File: config.mk
export PLATFORM = sky130hd
export DESIGN_NAME = emh_sequencer
export DESIGN_NICKNAME = d
export VERILOG_FILES = /design/src/rtl/core/emh_pkg.sv /design/src/rtl/core/emh_sequencer.sv
export SDC_FILE = /design/constraint.sdc
export NUM_CORES = 1
export LEC_CHECK = 0
export BUFFER_PORTS_ARGS = -buffer_cell sky130_fd_sc_hd__buf_2
export CELL_PAD_IN_SITES_DETAIL_PLACEMENT = 1
export CELL_PAD_IN_SITES_GLOBAL_PLACEMENT = 1
export CORE_ASPECT_RATIO = 0.75
export CORE_MARGIN = 2
export CORE_UTILIZATION = 45
export CTS_BUF_LIST = sky130_fd_sc_hd__clkbuf_2 sky130_fd_sc_hd__clkbuf_4 sky130_fd_sc_hd__clkbuf_8
export DETAILED_ROUTE_END_ITERATION = 6
export MAX_ROUTING_LAYER = met4
export PLACE_DENSITY_LB_ADDON = 0.05
export SLEW_MARGIN = 10
export SYNTH_ARGS = -nofsm -noshare
export SYNTH_HDL_FRONTEND = slang
export SYNTH_SLANG_ARGS = --single-unit
File: constraint.sdc
create_clock -name clk -period 12.8 [get_ports clk]
set_input_delay 3.84 -clock clk [delete_from_list [all_inputs] [get_ports clk]]
set_output_delay 3.84 -clock clk [all_outputs]
set_load 0.01 [all_outputs]
File: src/rtl/core/emh_pkg.sv
// ----------------------------------------------------------------------------
// Event min-heap package
// Field widths, operation and status codes, and the result record shared by
// the heap sequencer and the top level.
// ----------------------------------------------------------------------------
package emh_pkg;

  localparam int KEY_W    = 32;
  localparam int IN_TAG_W = 16;
  localparam int FILL_W   = 11;
  localparam int STATUS_W = 2;

  localparam logic KIND_INSERT = 1'b0;
  localparam logic KIND_POP    = 1'b1;

  localparam logic [STATUS_W-1:0] ST_OK       = 2'd0;
  localparam logic [STATUS_W-1:0] ST_OVERFLOW = 2'd1;
  localparam logic [STATUS_W-1:0] ST_EMPTY    = 2'd2;

  typedef struct packed {
    logic [FILL_W-1:0]   fill;
    logic [STATUS_W-1:0] status;
    logic [IN_TAG_W-1:0] tag;
    logic [KEY_W-1:0]    time_key;
  } result_t;

endpackage

File: src/rtl/core/emh_sequencer.sv
// ----------------------------------------------------------------------------
// Event min-heap sequencer
// Steps inserts and pops through the heap one level at a time, using one
// key comparator and the two memory read ports.
// ----------------------------------------------------------------------------
module emh_sequencer #(
  parameter int DEPTH = 1024,
  parameter int AW    = 10,
  parameter int CW    = 11,
  parameter int SW    = 16
) (
  input  logic                       clk,
  input  logic                       rst_n,
  input  logic                       in_valid,
  output logic                       in_ready,
  input  logic                       in_kind,
  input  logic [emh_pkg::KEY_W-1:0]  in_key,
  input  logic [emh_pkg::IN_TAG_W-1:0] in_tag,
  output logic                       res_valid,
  input  logic                       res_ready,
  output emh_pkg::result_t           res,
  output logic                       mem_we,
  output logic [AW-1:0]              mem_waddr,
  output logic [emh_pkg::KEY_W+SW-1:0] mem_wdata,
  output logic [AW-1:0]              mem_raddr_a,
  output logic [AW-1:0]              mem_raddr_b,
  input  logic [emh_pkg::KEY_W+SW-1:0] mem_rdata_a,
  input  logic [emh_pkg::KEY_W+SW-1:0] mem_rdata_b
);

  localparam int EW = emh_pkg::KEY_W + SW;
  localparam int LW = AW + 2;

  typedef enum logic [6:0] {
    S_IDLE   = 7'b0000001,
    S_POP_RD = 7'b0000010,
    S_DN_RD  = 7'b0000100,
    S_DN_CMP = 7'b0001000,
    S_UP_RD  = 7'b0010000,
    S_UP_CMP = 7'b0100000,
    S_DONE   = 7'b1000000
  } state_t;

  state_t                      state_r, state_nxt;
  logic [CW-1:0]               count_r, count_nxt;
  logic [AW-1:0]               pos_r, pos_nxt;
  logic [EW-1:0]               item_r, item_nxt;
  logic [EW-1:0]               top_r, top_nxt;
  logic [emh_pkg::STATUS_W-1:0] status_r, status_nxt;
  logic                        res_valid_r, res_valid_nxt;
  emh_pkg::result_t            res_r, res_nxt;

  logic [LW-1:0]   left_idx, right_idx, count_ext;
  logic [AW-1:0]   parent_idx, pick_idx;
  logic [emh_pkg::KEY_W-1:0] cmp_lhs, cmp_rhs;
  logic            key_lt;
  logic [31:0]     fill_ext;
  logic            accept, load;

  assign in_ready   = (state_r == S_IDLE);
  assign accept     = in_valid && in_ready;
  assign load       = (state_r == S_DONE) && (!res_valid_r || res_ready);
  assign left_idx   = {1'b0, pos_r, 1'b1};
  assign right_idx  = {1'b0, pos_r, 1'b1} + LW'(1);
  assign count_ext  = LW'(count_r);
  assign parent_idx = (pos_r - AW'(1)) >> 1;
  assign cmp_lhs    = (state_r == S_UP_CMP) ? item_r[emh_pkg::KEY_W-1:0] :
                      mem_rdata_a[emh_pkg::KEY_W-1:0];
  assign cmp_rhs    = (state_r == S_UP_CMP) ? mem_rdata_a[emh_pkg::KEY_W-1:0] :
                      mem_rdata_b[emh_pkg::KEY_W-1:0];
  assign key_lt     = (cmp_lhs < cmp_rhs);
  assign pick_idx   = key_lt ? left_idx[AW-1:0] : right_idx[AW-1:0];
  assign fill_ext   = 32'(count_r);
  assign res_valid  = res_valid_r;
  assign res        = res_r;

  always_comb begin
    state_nxt     = state_r;
    count_nxt     = count_r;
    pos_nxt       = pos_r;
    item_nxt      = item_r;
    top_nxt       = top_r;
    status_nxt    = status_r;
    res_valid_nxt = res_valid_r;
    res_nxt       = res_r;
    mem_we        = 1'b0;
    mem_waddr     = pos_r;
    mem_wdata     = item_r;
    mem_raddr_a   = parent_idx;
    mem_raddr_b   = parent_idx;

    if (res_valid_r && res_ready) begin
      res_valid_nxt = 1'b0;
    end

    case (state_r)
      S_IDLE: begin
        if (accept) begin
          top_nxt    = '0;
          status_nxt = emh_pkg::ST_OK;
          if (in_kind == emh_pkg::KIND_INSERT) begin
            if (count_r >= CW'(DEPTH)) begin
              status_nxt = emh_pkg::ST_OVERFLOW;
              state_nxt  = S_DONE;
            end else begin
              item_nxt  = {in_tag[SW-1:0], in_key};
              pos_nxt   = count_r[AW-1:0];
              count_nxt = count_r + CW'(1);
              state_nxt = S_UP_RD;
            end
          end else begin
            if (count_r == '0) begin
              status_nxt = emh_pkg::ST_EMPTY;
              state_nxt  = S_DONE;
            end else begin
              mem_raddr_a = '0;
              mem_raddr_b = AW'(count_r - CW'(1));
              state_nxt   = S_POP_RD;
            end
          end
        end
      end
      S_POP_RD: begin
        top_nxt   = mem_rdata_a;
        item_nxt  = mem_rdata_b;
        pos_nxt   = '0;
        state_nxt = S_DN_RD;
      end
      S_DN_RD: begin
        mem_raddr_a = left_idx[AW-1:0];
        mem_raddr_b = right_idx[AW-1:0];
        if (right_idx < count_ext) begin
          state_nxt = S_DN_CMP;
        end else if (right_idx == count_ext) begin
          mem_we    = 1'b1;
          count_nxt = count_r - CW'(1);
          state_nxt = S_DONE;
        end else begin
          count_nxt = count_r - CW'(1);
          state_nxt = S_UP_RD;
        end
      end
      S_DN_CMP: begin
        mem_we    = 1'b1;
        mem_wdata = (pick_idx == left_idx[AW-1:0]) ? mem_rdata_a : mem_rdata_b;
        pos_nxt   = pick_idx;
        state_nxt = S_DN_RD;
      end
      S_UP_RD: begin
        if (pos_r == '0) begin
          mem_we    = 1'b1;
          state_nxt = S_DONE;
        end else begin
          state_nxt = S_UP_CMP;
        end
      end
      S_UP_CMP: begin
        mem_we = 1'b1;
        if (key_lt) begin
          mem_wdata = mem_rdata_a;
          pos_nxt   = parent_idx;
          state_nxt = S_UP_RD;
        end else begin
          state_nxt = S_DONE;
        end
      end
      S_DONE: begin
        if (load) begin
          res_valid_nxt    = 1'b1;
          res_nxt.time_key = top_r[emh_pkg::KEY_W-1:0];
          res_nxt.tag      = emh_pkg::IN_TAG_W'(top_r[EW-1:emh_pkg::KEY_W]);
          res_nxt.status   = status_r;
          res_nxt.fill     = fill_ext[emh_pkg::FILL_W-1:0];
          state_nxt        = S_IDLE;
        end
      end
      default: begin
        state_nxt = S_IDLE;
      end
    endcase
  end

  always_ff @(posedge clk) begin
    if (!rst_n) begin
      state_r     <= S_IDLE;
      count_r     <= '0;
      res_valid_r <= 1'b0;
    end else begin
      state_r     <= state_nxt;
      count_r     <= count_nxt;
      res_valid_r <= res_valid_nxt;
    end
  end

  always_ff @(posedge clk) begin
    pos_r    <= pos_nxt;
    item_r   <= item_nxt;
    top_r    <= top_nxt;
    status_r <= status_nxt;
    res_r    <= res_nxt;
  end

  a_count_bound: assert property (@(posedge clk) disable iff (!rst_n)
    count_r <= CW'(DEPTH))
    else $error("Entry count exceeds heap depth.");

  a_count_step: assert property (@(posedge clk) disable iff (!rst_n)
    1'b1 |=> ((count_r == $past(count_r)) || (count_r == $past(count_r) + CW'(1)) ||
              (count_r == $past(count_r) - CW'(1))))
    else $error("Entry count moved by more than one.");

  a_idle_no_write: assert property (@(posedge clk) disable iff (!rst_n)
    (state_r == S_IDLE) |-> !mem_we)
    else $error("Heap memory written while idle.");

  a_descent_in_range: assert property (@(posedge clk) disable iff (!rst_n)
    (state_r == S_DN_CMP) |-> (LW'(pick_idx) < count_ext))
    else $error("Hole moved beyond the last entry.");

endmodule

Word level (Yosys, flattened, before mapping)
Cells that the tools add are included.
{ "totals": {"register_bits": 188, "latchBits": 0, "mem_bits_rw": 0, "romBits": 0, "inputBits": 149, "out_inout_bits": 142, "wordCells": 102, "n_memories": 0} }
{ "op_classes": {"n_addsub": 4, "multipliers": 0, "n_div": 0, "magnitude_cmp": 3, "eq_ne": 15, "shifts": 0, "mux": 50, "bitwise_logic": 0, "n_reduce_logical": 19} }
{ "ops": {"columns": ["op", "count"], "rows": [
  ["two-way mux 48 bit", 6],
  ["case mux 48 bit (2 select lines)", 3],
  ["two-way mux 10 bit", 8],
  ["two-way mux 32 bit", 2],
  ["two-way mux 7 bit", 9],
  ["two-way mux 11 bit", 4],
  ["case mux 7 bit (6 select lines)", 1],
  ["case mux 10 bit (2 select lines)", 2],
  ["case mux 10 bit (4 select lines)", 1],
  ["< comparator 32 bit", 1],
  ["two-way mux 9 bit", 3],
  ["case mux 11 bit (2 select lines)", 1],
  ["adder 11 x 1 -> 12 bit (second input constant)", 1],
  ["equality test 12 x 11 -> 1 bit", 1],
  ["< comparator 12 x 11 -> 1 bit", 1],
  ["adder 11 x 1 -> 11 bit (second input constant)", 1],
  ["greater-or-equal comparator 11 bit (second input constant)", 1],
  ["logical NOT 11 bit", 1],
  ["subtractor 11 x 1 -> 11 bit (second input constant)", 1],
  ["equality test 10 bit", 1],
  ["logical NOT 10 bit", 1],
  ["!= test 2 bit (second input constant)", 5],
  ["AND reduction 5 bit", 2],
  ["subtractor 10 x 1 -> 10 bit (second input constant)", 1],
  ["other kinds (19)", 33]
]} }

Longest topological paths before layout
Gate-level depths: netlist of run 1.
{ "logic_depth": {"ltp_word": 7, "mapped_depth": 16, "depth_no_buf": 13} }

Least setup slack after synthesis of run 1
No wires, ideal clock.
{ "synth_timing": {"kind": "input to output", "start": "input port mem_rdata_a[30] in the netlist's numbering", "end": "output port mem_wdata[42] in the netlist's numbering", "t_arrival_ns": 5.970, "t_required_ns": 8.960, "slack_ns": 2.990, "cell_stages": 12, "path_buffers": 2, "cell_sequence": "nand2_1 o21ai_0 ha_1 nand4_1 nor4_1 o2111ai_1 o22ai_2 buf_2 nor2_1 buf_2 and2_1 a221o_1"} }
{ "synth_between": {"elab_chain_cells": 6, "word_cells_on_any_way": 8, "classes_between": "1 x order compare; 1 x eq/ne; 6 x mux"} }
{ "synth_rtl": {"columns": ["element", "line", "source"], "rows": [
  ["start, declared", "emh_sequencer.sv:27", "input logic [emh_pkg::KEY_W+SW-1:0] mem_rdata_a,"],
  ["two-way mux 32 bit (on tied branches)", "emh_sequencer.sv:67, emh_sequencer.sv:69", null],
  ["< comparator 32 bit *", "emh_sequencer.sv:71", "assign key_lt = (cmp_lhs < cmp_rhs);"],
  ["two-way mux 10 bit", "emh_sequencer.sv:72", "assign pick_idx = key_lt ? left_idx[AW-1:0] : right_idx[AW-1:0];"],
  ["equality test 10 bit", "emh_sequencer.sv:145", "mem_wdata = (pick_idx == left_idx[AW-1:0]) ? mem_rdata_a : mem_rdata_b;"],
  ["two-way mux 48 bit", "emh_sequencer.sv:145", null],
  ["case mux 48 bit (2 select lines) *", "emh_sequencer.sv:96", "case (state_r)"],
  ["end, declared", "emh_sequencer.sv:24", "output logic [emh_pkg::KEY_W+SW-1:0] mem_wdata,"]
]} }
Every way passes the cells marked *; elsewhere a longest branch is shown, timed or not.

Worst setup path in the final report of run 1
{ "layout_timing": {"start": "input port mem_rdata_a[12] in the netlist's numbering", "end": "output port mem_wdata[30] in the netlist's numbering"} }
Same word-level chain as after synthesis.

==> impl_results.md, run 1 <==
- Setup Buffers After CTS: 0
- WS Path Type: in -> out
- Share of cells above drive strength 1: 28.86%
- Top FF cell, synth: edfxtp_1
- R2R depth: 12
- FILL cells: 2772
- Slew @ Worst Pin: 1142 ps
- Wire per inst: 23.04 microns
- WP data arrival: 7320 ps
- Register area: 0.005455 sq mm
- Vias per cell: 5.813
- Fin Hold WS: 417.0 ps
- CTS tree: built
- Setup TNS: 0 ps
- Starting Density: 45.48%
- First-pass GRT wire length: 57260 microns
- Max-slew violation count: 0
- Sequential fraction of the synthesis area: 50.29%
- Worst skew pair latency: 500 ps
- Footprint of the multi-input gates: 0.005085 sq mm
- Final ANT Viol Nets: 0
- Rel. slew slack: 23.76%
- Syn Nets: 1277
- Clk_skew: 16.67 ps
- CTS clk-pin slew, worst paths: 120 ps
- Count of final hold-check violations: 0
- Site Rows: 49
- Mapped Area: 0.01085 sq mm
- Detailed Place HPWL: 28620 microns
- Fmax: 89.58 MHz
- Die area: 0.02537 sq mm
- Pwr Density: 107.3 mW/mm^2
- Die Y: 138.5 microns
- # placed instances: 1629
- #FFs+latches synth: 188
- Leakage: 5.679 nW
- Synth unique cells: 66
- Final min period: 11160 ps
- Gr usage total: 31.04%
- Routed WL: 38480 microns
- Core area: 0.02385 sq mm
- Number of global-route vias before repair: 9484
- Worst setup EP type: output port
- RSZ-0062 raised after global routing: false
- Worst hold path class: reg -> reg
- Cts bufs inserted: 17
- Initial antenna violation count: 9
- Syn. warnings: 0
- Critical Path Source Type: primary input
- Syn Area/Cell: 10.02 sq um
- Post-route DRC violation count: 0
- Status: finished clean
- Worst Hold Depth: 0
- Buffers on Ports: 290
- Ports: 291
- Largest vdd supply drop: 0.06548 mV
- Final Cycle Share: 87.22%
- Clk buf depth: 2
- Hold-fix buffers at CTS: 0
- CP max FO: 19
- DIE WIDTH: 183.3 microns
- Clk sinks: 188
- Drt first pass iters: 5
- Syn Inst Count: 1083
- H-tree levels: 4
- PostCTS Resize Cnt: 0
- Largest net degree at the start of global routing: 80
- Vias: 9707
- Commonest non-fill, non-tap cell in the layout: buf_2
- Number of max-cap violations: 0
- Final Util: 54.63%
- Final GP Congestion: 0.9181
- DRC marker count from the first detailed-route iteration: 764
- Fin nets: 1536
- Root Driver: clkbuf_8
- Post-synth EDFFs: 169
- Critical Path RT: 8960 ps
- Synth-to-Final Area Change: 20.12%
- Post-Layout Cell Count: 1670
- Setup violators final: 0
- Asr flop ratio synth: 0%
- Most frequent cells in the layout: buf_2, nand2_1, edfxtp_1
- Congestion Overflow GR: 0
- Total power: 1.398 mW
==> final cells by class <==
type / count / share of cell area, %
flip-flops and latches: 188 / 41.87
multi-input cells: 801 / 39.03
repair buffers: 305 / 12.00
well taps: 306 / 2.939
clock buffers: 18 / 1.901
clock inverters: 14 / 1.248
inverters: 29 / 0.8355
diodes: 9 / 0.1729
==> path summary, 6_finish.rpt <==
path                                       from       endpoint  slack, ps
worst max register to register       state_r[6]   mem_waddr[1]       7790
worst min-delay path                  top_r[15]        res[15]        420
worst min register to register        top_r[15]        res[15]        420
worst max-delay path            mem_rdata_a[12]  mem_wdata[30]       1640
==> flip-flops by register name (all words and copies together) (netlist names) <==
name       flops
res           61
count_r       11
mem_waddr     10
top_r         48
res_valid      1
item_r        48
state_r        7
status_r       2
==> critical path, stage by stage <==
cell and delay, ps:
buf_2 170, nand2_1 80, o21ai_0 110, ha_1 340
and4_1 230, a221oi_1 520, o22ai_4 300, o31ai_4 900
buf_4 350, nor2_1 60, a221o_1 260, buf_2 140
==> metrics by stage <==
step	setup WS [ps]	cell area (sq um)
floorplan	2990	10850
global placement	1800	12600
detailed placement	1687	12600
CTS	1637	13010
global route	1421	13030
finish	1636	13030
==> logic make-up after synthesis <==
family,Yosys count,share of synthesized area (%)
adders and majority gates,45,5.191
buffers and inverters,94,3.426
muxes,38,3.507
xor gates and xnor gates,30,2.422
AOI/OAI and AO/OA,172,12.54
and+or+nand+nor,516,22.62
DFF,188,50.29
==> power by group <==
part           switching (mW)  total, mW  internal [mW]  leakage (nW)
Combinational           0.148      0.244         0.0960          3.70
Sequential             0.0222      0.740          0.718          1.77
Clock                   0.259      0.415          0.156         0.210
Total                   0.429       1.40          0.969          5.68
==> layer usage <==
| layer | GRT usage (%) | vias to the layer above | share of wire (%) |
|---|---|---|---|
| li1 | - | 4464 | - |
| met1 | 44.94 | 4768 | 47 |
| met2 | 43.24 | 416 | 42 |
| met3 | 7.165 | 59 | 8.4 |
| met4 | 9.305 | 0 | 2.7 |
| met5 | - | - | 0 |
==> synthesized netlist by cell type (all sizes together) (3+ instances only) <==
cell	count	area share (%)
inv	29	1.0
a22oi	7	0.48
a21boi	3	0.21
mux2i	38	3.5
a31oi	6	0.35
nor4	11	0.89
buf	11	0.55
nand2b	8	0.46
nor2	47	1.8
clkbuf	54	1.9
nor2b	9	0.52
o221a	31	3.2
nand2	273	9.5
nor3	22	1.0
or3	35	2.1
nor3b	3	0.30
o21ai	38	1.8
o22ai	3	0.23
a211oi	7	0.53
o221ai	6	0.48
nand3	20	0.92
dfxtp	19	3.5
and2	63	3.6
xor2	8	0.65
nand4	12	0.69
edfxtp	169	47
a21o	6	0.42
a311o	3	0.28
ha	45	5.2
a221o	19	1.8
xnor2	22	1.8
and3	4	0.23
a21oi	25	1.2
No activity file was read; power rests on OpenSTA's default activity.
==> run 2, diff against run 1 <==
--- a/config.mk
+++ b/config.mk
@@ -16,5 +16,5 @@
 export MAX_ROUTING_LAYER = met4
 export PLACE_DENSITY_LB_ADDON = 0.05
-export SLEW_MARGIN = 10
+export SLEW_MARGIN = 20
 export SYNTH_ARGS = -nofsm -noshare
 export SYNTH_HDL_FRONTEND = slang
==> constraint.sdc (replaced) <==
create_clock -name clk -period 12.8 [get_ports clk]
set_input_delay 3.84 -clock clk [delete_from_list [all_inputs] [get_ports clk]]
set_output_delay 3.84 -clock clk [all_outputs]
set_load 0.005 [all_outputs]
==> run 2 against run 1 <==
Compared with the run above:
- utilization is essentially flat
- first-iteration DRC count grew 12%
- critical path depth grew 1
- die area is the same
- clock-buffer cell count shrank 1
- critical path type unchanged
- critical endpoint is now mem_wdata[0]
- largest cell class unchanged
==> impl_results.md, run 2 (synthesis gave the netlist of run 1 again) <==
- Status: finished clean
- PostCTS Resize Cnt: 0 (unchanged)
- Max reg flops: 61 (unchanged)
- Clk buf depth: 2 (unchanged)
- Post-Layout Cell Count: 1665 (-0.30%)
- Routed WL: 39030 microns (+1.4%)
- Synth-to-Final Area Change: 20.09% (about the same)
- Crit path from: mem_rdata_a[30]
- WS Path Type: in -> out
- Detailed Place HPWL: 28140 microns (-1.7%)
- Number of max-cap violations: 0 (unchanged)
- Largest net degree at the start of global routing: 97 (+21%)
- Worst path depth: 13 (+1)
- Critical Path Source Type: primary input
- Hold-fix buffers at CTS: 0 (unchanged)
- Count of final hold-check violations: 0 (unchanged)
- Clk_skew: 20.84 ps (+4.172 ps)
- Pwr Density: 107.9 mW/mm^2 (+0.58%)
- Gr usage total: 31.53% (+0.48 points)
- Fin nets: 1534 (-0.13%)
- Setup violators final: 0 (unchanged)
- Vias per cell: 5.876 (+1.1%)
- Wire per inst: 23.44 microns (+1.7%)
- Number of global-route vias before repair: 9423 (-0.64%)
- # placed instances: 1626 (-0.18%)
- DRC marker count from the first detailed-route iteration: 856 (+12%)
- Worst setup EP type: output port
- Root Driver: clkbuf_8
- Commonest non-fill, non-tap cell in the layout: buf_2
- Rel. slew slack: 23.84% (+0.081 points)
- R2r startpoint: state_r[4]
- Site Rows: 49 (unchanged)
- Buf/Inv on CP: 3 (unchanged)
- Share of cells above drive strength 1: 28.82% (-0.031 points)
- Congestion Overflow GR: 0 (unchanged)
- Initial antenna violation count: 6 (-3)
- WP data arrival: 7340 ps (+20 ps)
- Critical path's top delay family: simple AND/OR/NAND/NOR gates
- CTS tree: built
- DIE WIDTH: 183.3 microns (unchanged)
- Final min period: 11180 ps (+18.62 ps)
- Cell chain of the critical path: buf_2 -> nand2_1 -> o21ai_0 -> ha_1 -> nand4_1 -> nor4_1 -> o2111ai_1 -> o22ai_4 -> or2_1 -> nand2_1 -> buf_4 -> o221ai_1 -> buf_2
- Leakage: 5.674 nW (about the same)
- Setup TNS: 0 ps (unchanged)
- Fmax: 89.43 MHz (-0.17%)
- Slew @ Worst Pin: 1141 ps (-1.208 ps)
- Final Cycle Share: 87.36% (+0.15 points)
- Final GP Congestion: 0.9142 (-0.42%)
- Die Y: 138.5 microns (unchanged)
- Max-slew violation count: 0 (unchanged)
- Most frequent cells in the layout: buf_2, nand2_1, edfxtp_1
- Largest vdd supply drop: 0.06412 mV (-2.1%)
- Setup Buffers After CTS: 0 (unchanged)
- CP max-delay cell: o22ai_4
- Buffers on Ports: 290 (unchanged)
- Clk sinks: 188 (unchanged)
- FILL cells: 2764 (-0.29%)
- Core area: 0.02385 sq mm (unchanged)
- FF-to-FF setup slack: 7640 ps (-150 ps)
- Post-route DRC violation count: 0 (unchanged)
- Starting Density: 45.48% (unchanged)
- Ports: 291 (unchanged)
- First-pass GRT wire length: 57760 microns (+0.87%)
- Die area: 0.02537 sq mm (unchanged)
- Critical Path RT: 8960 ps (about the same)
- Drt first pass iters: 5 (unchanged)
- Total power: 1.406 mW (+0.56%)
- Worst skew pair latency: 500 ps (about the same)
- Final ANT Viol Nets: 0 (unchanged)
- Vias: 9783 (+0.78%)
- H-tree levels: 4 (unchanged)
- RR Endpoint: mem_waddr[8]
- End of the critical path: mem_wdata[0]
- Worst hold path class: reg -> reg
- CTS clk-pin slew, worst paths: 110 ps (about the same)
- Max incr delay on CP: 570 ps (-330 ps)
- RSZ-0062 raised after global routing: false
- Cts bufs inserted: 17 (unchanged)
- CP max FO: 32 (+13)
- R2R depth: 13 (+1)
==> run 2: power by group <==
part | switching, mW | internal [mW] | total (mW)
Sequential | 0.0211 | 0.717 | 0.738
Combinational | 0.139 | 0.0952 | 0.234
Clock | 0.264 | 0.170 | 0.434
Total | 0.423 | 0.983 | 1.41
==> run 2: cell type report <==
| type | count | area (sq um) | area share (%) |
|---|---|---|---|
| Tap cell | 306 | 382.9 | 2.939 |
| Sequential cell | 188 | 5455 | 41.88 |
| Multi-Input combinational cell | 801 | 5091 | 39.08 |
| Inverter | 29 | 108.9 | 0.8357 |
| Clock buffer | 17 | 234.0 | 1.796 |
| Antenna cell | 6 | 15.01 | 0.1153 |
| Timing Repair Buffer | 303 | 1546 | 11.87 |
| Clock inverter | 15 | 192.7 | 1.479 |
==> run 2: per-stage QoR <==
step	utilization, %	setup WS, ps	hold slack [ps]	area (sq um)
global route	54.62	1387	436.8	13030
floorplan	-	3021	400.3	10850
detailed placement	52.74	1661	406.2	12580
CTS	54.53	1599	432.2	13010
finish	54.62	1618	430.9	13030
global placement	52.72	1684	400.3	12570
==> run 2: worst min-delay path by stage <==
stage,end,start,depth (start not counted)
after floorplan,res[0],top_r[0],0
after global placement,res[32],top_r[32],0
after detailed placement,res[2],top_r[2],0
after CTS,res[2],top_r[2],0
after global routing,res[44],top_r[44],0
final,res[36],top_r[36],0
==> run 2: per-layer routing <==
metal	up-vias	routed length, microns	GRT usage (%)
li1	4461	-	-
met4	0	685	7.621
met3	41	3628	8.509
met2	433	16520	43.70
met1	4848	18200	45.75
met5	-	0	-
==> run 3, diff against run 2 <==
==> constraint.sdc (replaced) <==
create_clock -name clk -period 12.8 [get_ports clk]
set_input_delay 1.28 -clock clk [delete_from_list [all_inputs] [get_ports clk]]
set_output_delay 1.28 -clock clk [all_outputs]
set_load 0.005 [all_outputs]
==> run 3 against run 2 <==
Compared with the run above:
- clock skew is 7.5 ps higher
- largest cell class unchanged
- die area is the same
- design area down 0.26%
- sequential share of layout area increased by 0.11 points
- maximum frequency up 44%
- register-to-register slack got worse by 690 ps
- combinational power about the same
- wire length shrank 0.40%
==> impl_results.md, run 3 (synthesis gave the netlist of run 1 again) <==
- Buf/Inv on CP: 3 (unchanged)
- Critical Path RT: 11520 ps (+2560 ps)
- First-pass GRT wire length: 58100 microns (+0.60%)
- Detailed Place HPWL: 28190 microns (+0.17%)
- Max-slew violation count: 0 (unchanged)
- Ports: 291 (unchanged)
- Internal: 0.9625 mW (-2.0%)
- Setup TNS: 0 ps (unchanged)
- Fin nets: 1533 (-0.065%)
- Clk_skew: 28.31 ps (+7.466 ps)
- Count of final hold-check violations: 0 (unchanged)
- Setup Buffers After CTS: 0 (unchanged)
- Worst setup EP type: output port
- Max incr delay on CP: 940 ps (+370 ps)
- Pwr Density: 106.5 mW/mm^2 (-1.3%)
- Critical Path Source Type: register
- Critical path's top delay family: simple AND/OR/NAND/NOR gates
- CTS clk-pin slew, worst paths: 130 ps (+20 ps)
- H-tree levels: 4 (unchanged)
- Most frequent cells in the layout: buf_2, nand2_1, edfxtp_1
- Synth-to-Final Area Change: 19.78%
- Number of global-route vias before repair: 9460 (+0.39%)
- Clock power share: 29.8% (-1.0 points)
- DRC marker count from the first detailed-route iteration: 763 (-11%)
- RSZ-0062 raised after global routing: false
- Worst skew pair latency: 500 ps (about the same)
- Gr usage total: 31.45% (-0.076 points)
- Commonest non-fill, non-tap cell in the layout: buf_2
- WS Path Type: reg -> out
- WP data arrival: 6460 ps (-880 ps)
- Comb pwr share: 16.9% (+0.3 points)
- Post-DP Area: 0.01257 sq mm (about the same)
- Final ANT Viol Nets: 0 (unchanged)
- Status: finished clean
- Worst hold path class: reg -> reg
- Total power: 1.384 mW (-1.5%)
- Site Rows: 49 (unchanged)
- Rel. slew slack: 28.70% (+4.9 points)
- Vias per cell: 5.816 (-1.0%)
- Root Driver: clkbuf_8
- Final Cell Area: 0.01299 sq mm (-0.26%)
- CTS tree: built
- Final min period: 7742 ps (-3441 ps)
- CP max FO: 74 (+130%)
- Core area: 0.02385 sq mm (unchanged)
- Initial antenna violation count: 5 (-1)
- Slew @ Worst Pin: 1069 ps (-71.75 ps)
- Largest net degree at the start of global routing: 97 (unchanged)
- Cts bufs inserted: 17 (unchanged)
- Starting Density: 45.48% (unchanged)
- Die area: 0.02537 sq mm (unchanged)
- Leakage: 5.658 nW (-0.28%)
- Final Util: 54.48% (-0.14 points)
- Routed WL: 38870 microns (-0.40%)
- Worst setup margin: 5058 ps (+3441 ps)
- Fmax: 129.2 MHz (+44%)
- Clk sinks: 188 (unchanged)
- Hold-fix buffers at CTS: 0 (unchanged)
- Drt first pass iters: 7 (+2)
- Final GP Congestion: 0.9275 (+1.5%)
- PostCTS Resize Cnt: 0 (unchanged)
- Sw Pwr: 0.4217 mW (-0.41%)
- DIE WIDTH: 183.3 microns (unchanged)
- Setup WS pre-CTS: 5642 ps (+3981 ps)
- Setup violators final: 0 (unchanged)
- Die Y: 138.5 microns (unchanged)
- Max reg flops: 61 (unchanged)
- Switching share of power: 30.46% (+0.35 points)
- Largest vdd supply drop: 0.06812 mV (+6.2%)
- Vias: 9672 (-1.1%)
- Number of max-cap violations: 0 (unchanged)
- Congestion Overflow GR: 0 (unchanged)
- Post-route DRC violation count: 0 (unchanged)
- Cell chain of the critical path: nor3_1 -> nand3_4 -> nand2_1 -> o21ai_0 -> ha_1 -> nand4_1 -> nor4_1 -> o2111ai_1 -> o22ai_4 -> buf_4 -> or2_1 -> nand2_1 -> buf_4 -> o221ai_1 -> buf_2
- Clk buf depth: 2 (unchanged)
- Wire per inst: 23.38 microns (-0.29%)
- Share of cells above drive strength 1: 28.77% (-0.053 points)
- CP max-delay cell: nand3_4
- Final Cycle Share: 60.48% (-27 points)
- Buffers on Ports: 290 (unchanged)
- Reg power frac: 53.3% (+0.8 points)
==> run 3: cell types whose count changed in the layout (fill, tap and decap cells not counted), sizes merged <==
cell,previous run,this run
diode,6,5
clkinv,4,2
bufinv,1,0
inv,39,42
clkbuf,17,18
buf,303,301
==> run 3: power groups by stage <==
| stage | Combinational [mW] | Sequential [mW] | Clock [mW] |
|---|---|---|---|
| final | 0.234 | 0.738 | 0.412 |
| after global routing | 0.254 | 0.742 | 0.440 |
| after CTS | 0.233 | 0.738 | 0.417 |
| after detailed placement | 0.231 | 0.752 | 0 |
| after global placement | 0.226 | 0.749 | 0 |
| after floorplan | 0.123 | 0.744 | 0 |
==> run 3: final cells by class <==
class | instances | area [sq um]
antenna | 5 | 12.51
clock buffer | 17 | 234.0
clock inverter | 15 | 157.7
fill | 2745 | 10860
inverter | 29 | 108.9
multi-input combinational | 801 | 5100
sequential | 188 | 5455
tap | 306 | 382.9
timing repair buffer | 302 | 1541
==> run 3: metrics by stage <==
stage	cells	hold WS, ps
2_1_floorplan	1083	400.3
3_3_place_gp	1625	400.3
3_5_place_dp	1625	405.6
4_1_cts	1657	429.4
5_1_grt	1663	432.7
6_report	1663	427.7
==> run 3: per-layer routing <==
metal	global-route usage, %	share of wire (%)	vias up
met5	-	0	-
met4	7.874	1.8	0
met3	8.061	8.3	36
met2	43.24	43	402
met1	46.11	47	4790
li1	-	-	4444
==> run 3: final timing paths <==
path	from	endpoint	slack, ps	depth (start not counted)
min reg2reg	top_r[16]	res[16]	430	0
max	state_r[6]	mem_wdata[0]	5060	15
max reg2reg	state_r[6]	mem_waddr[8]	6950	13
min	top_r[16]	res[16]	430	0
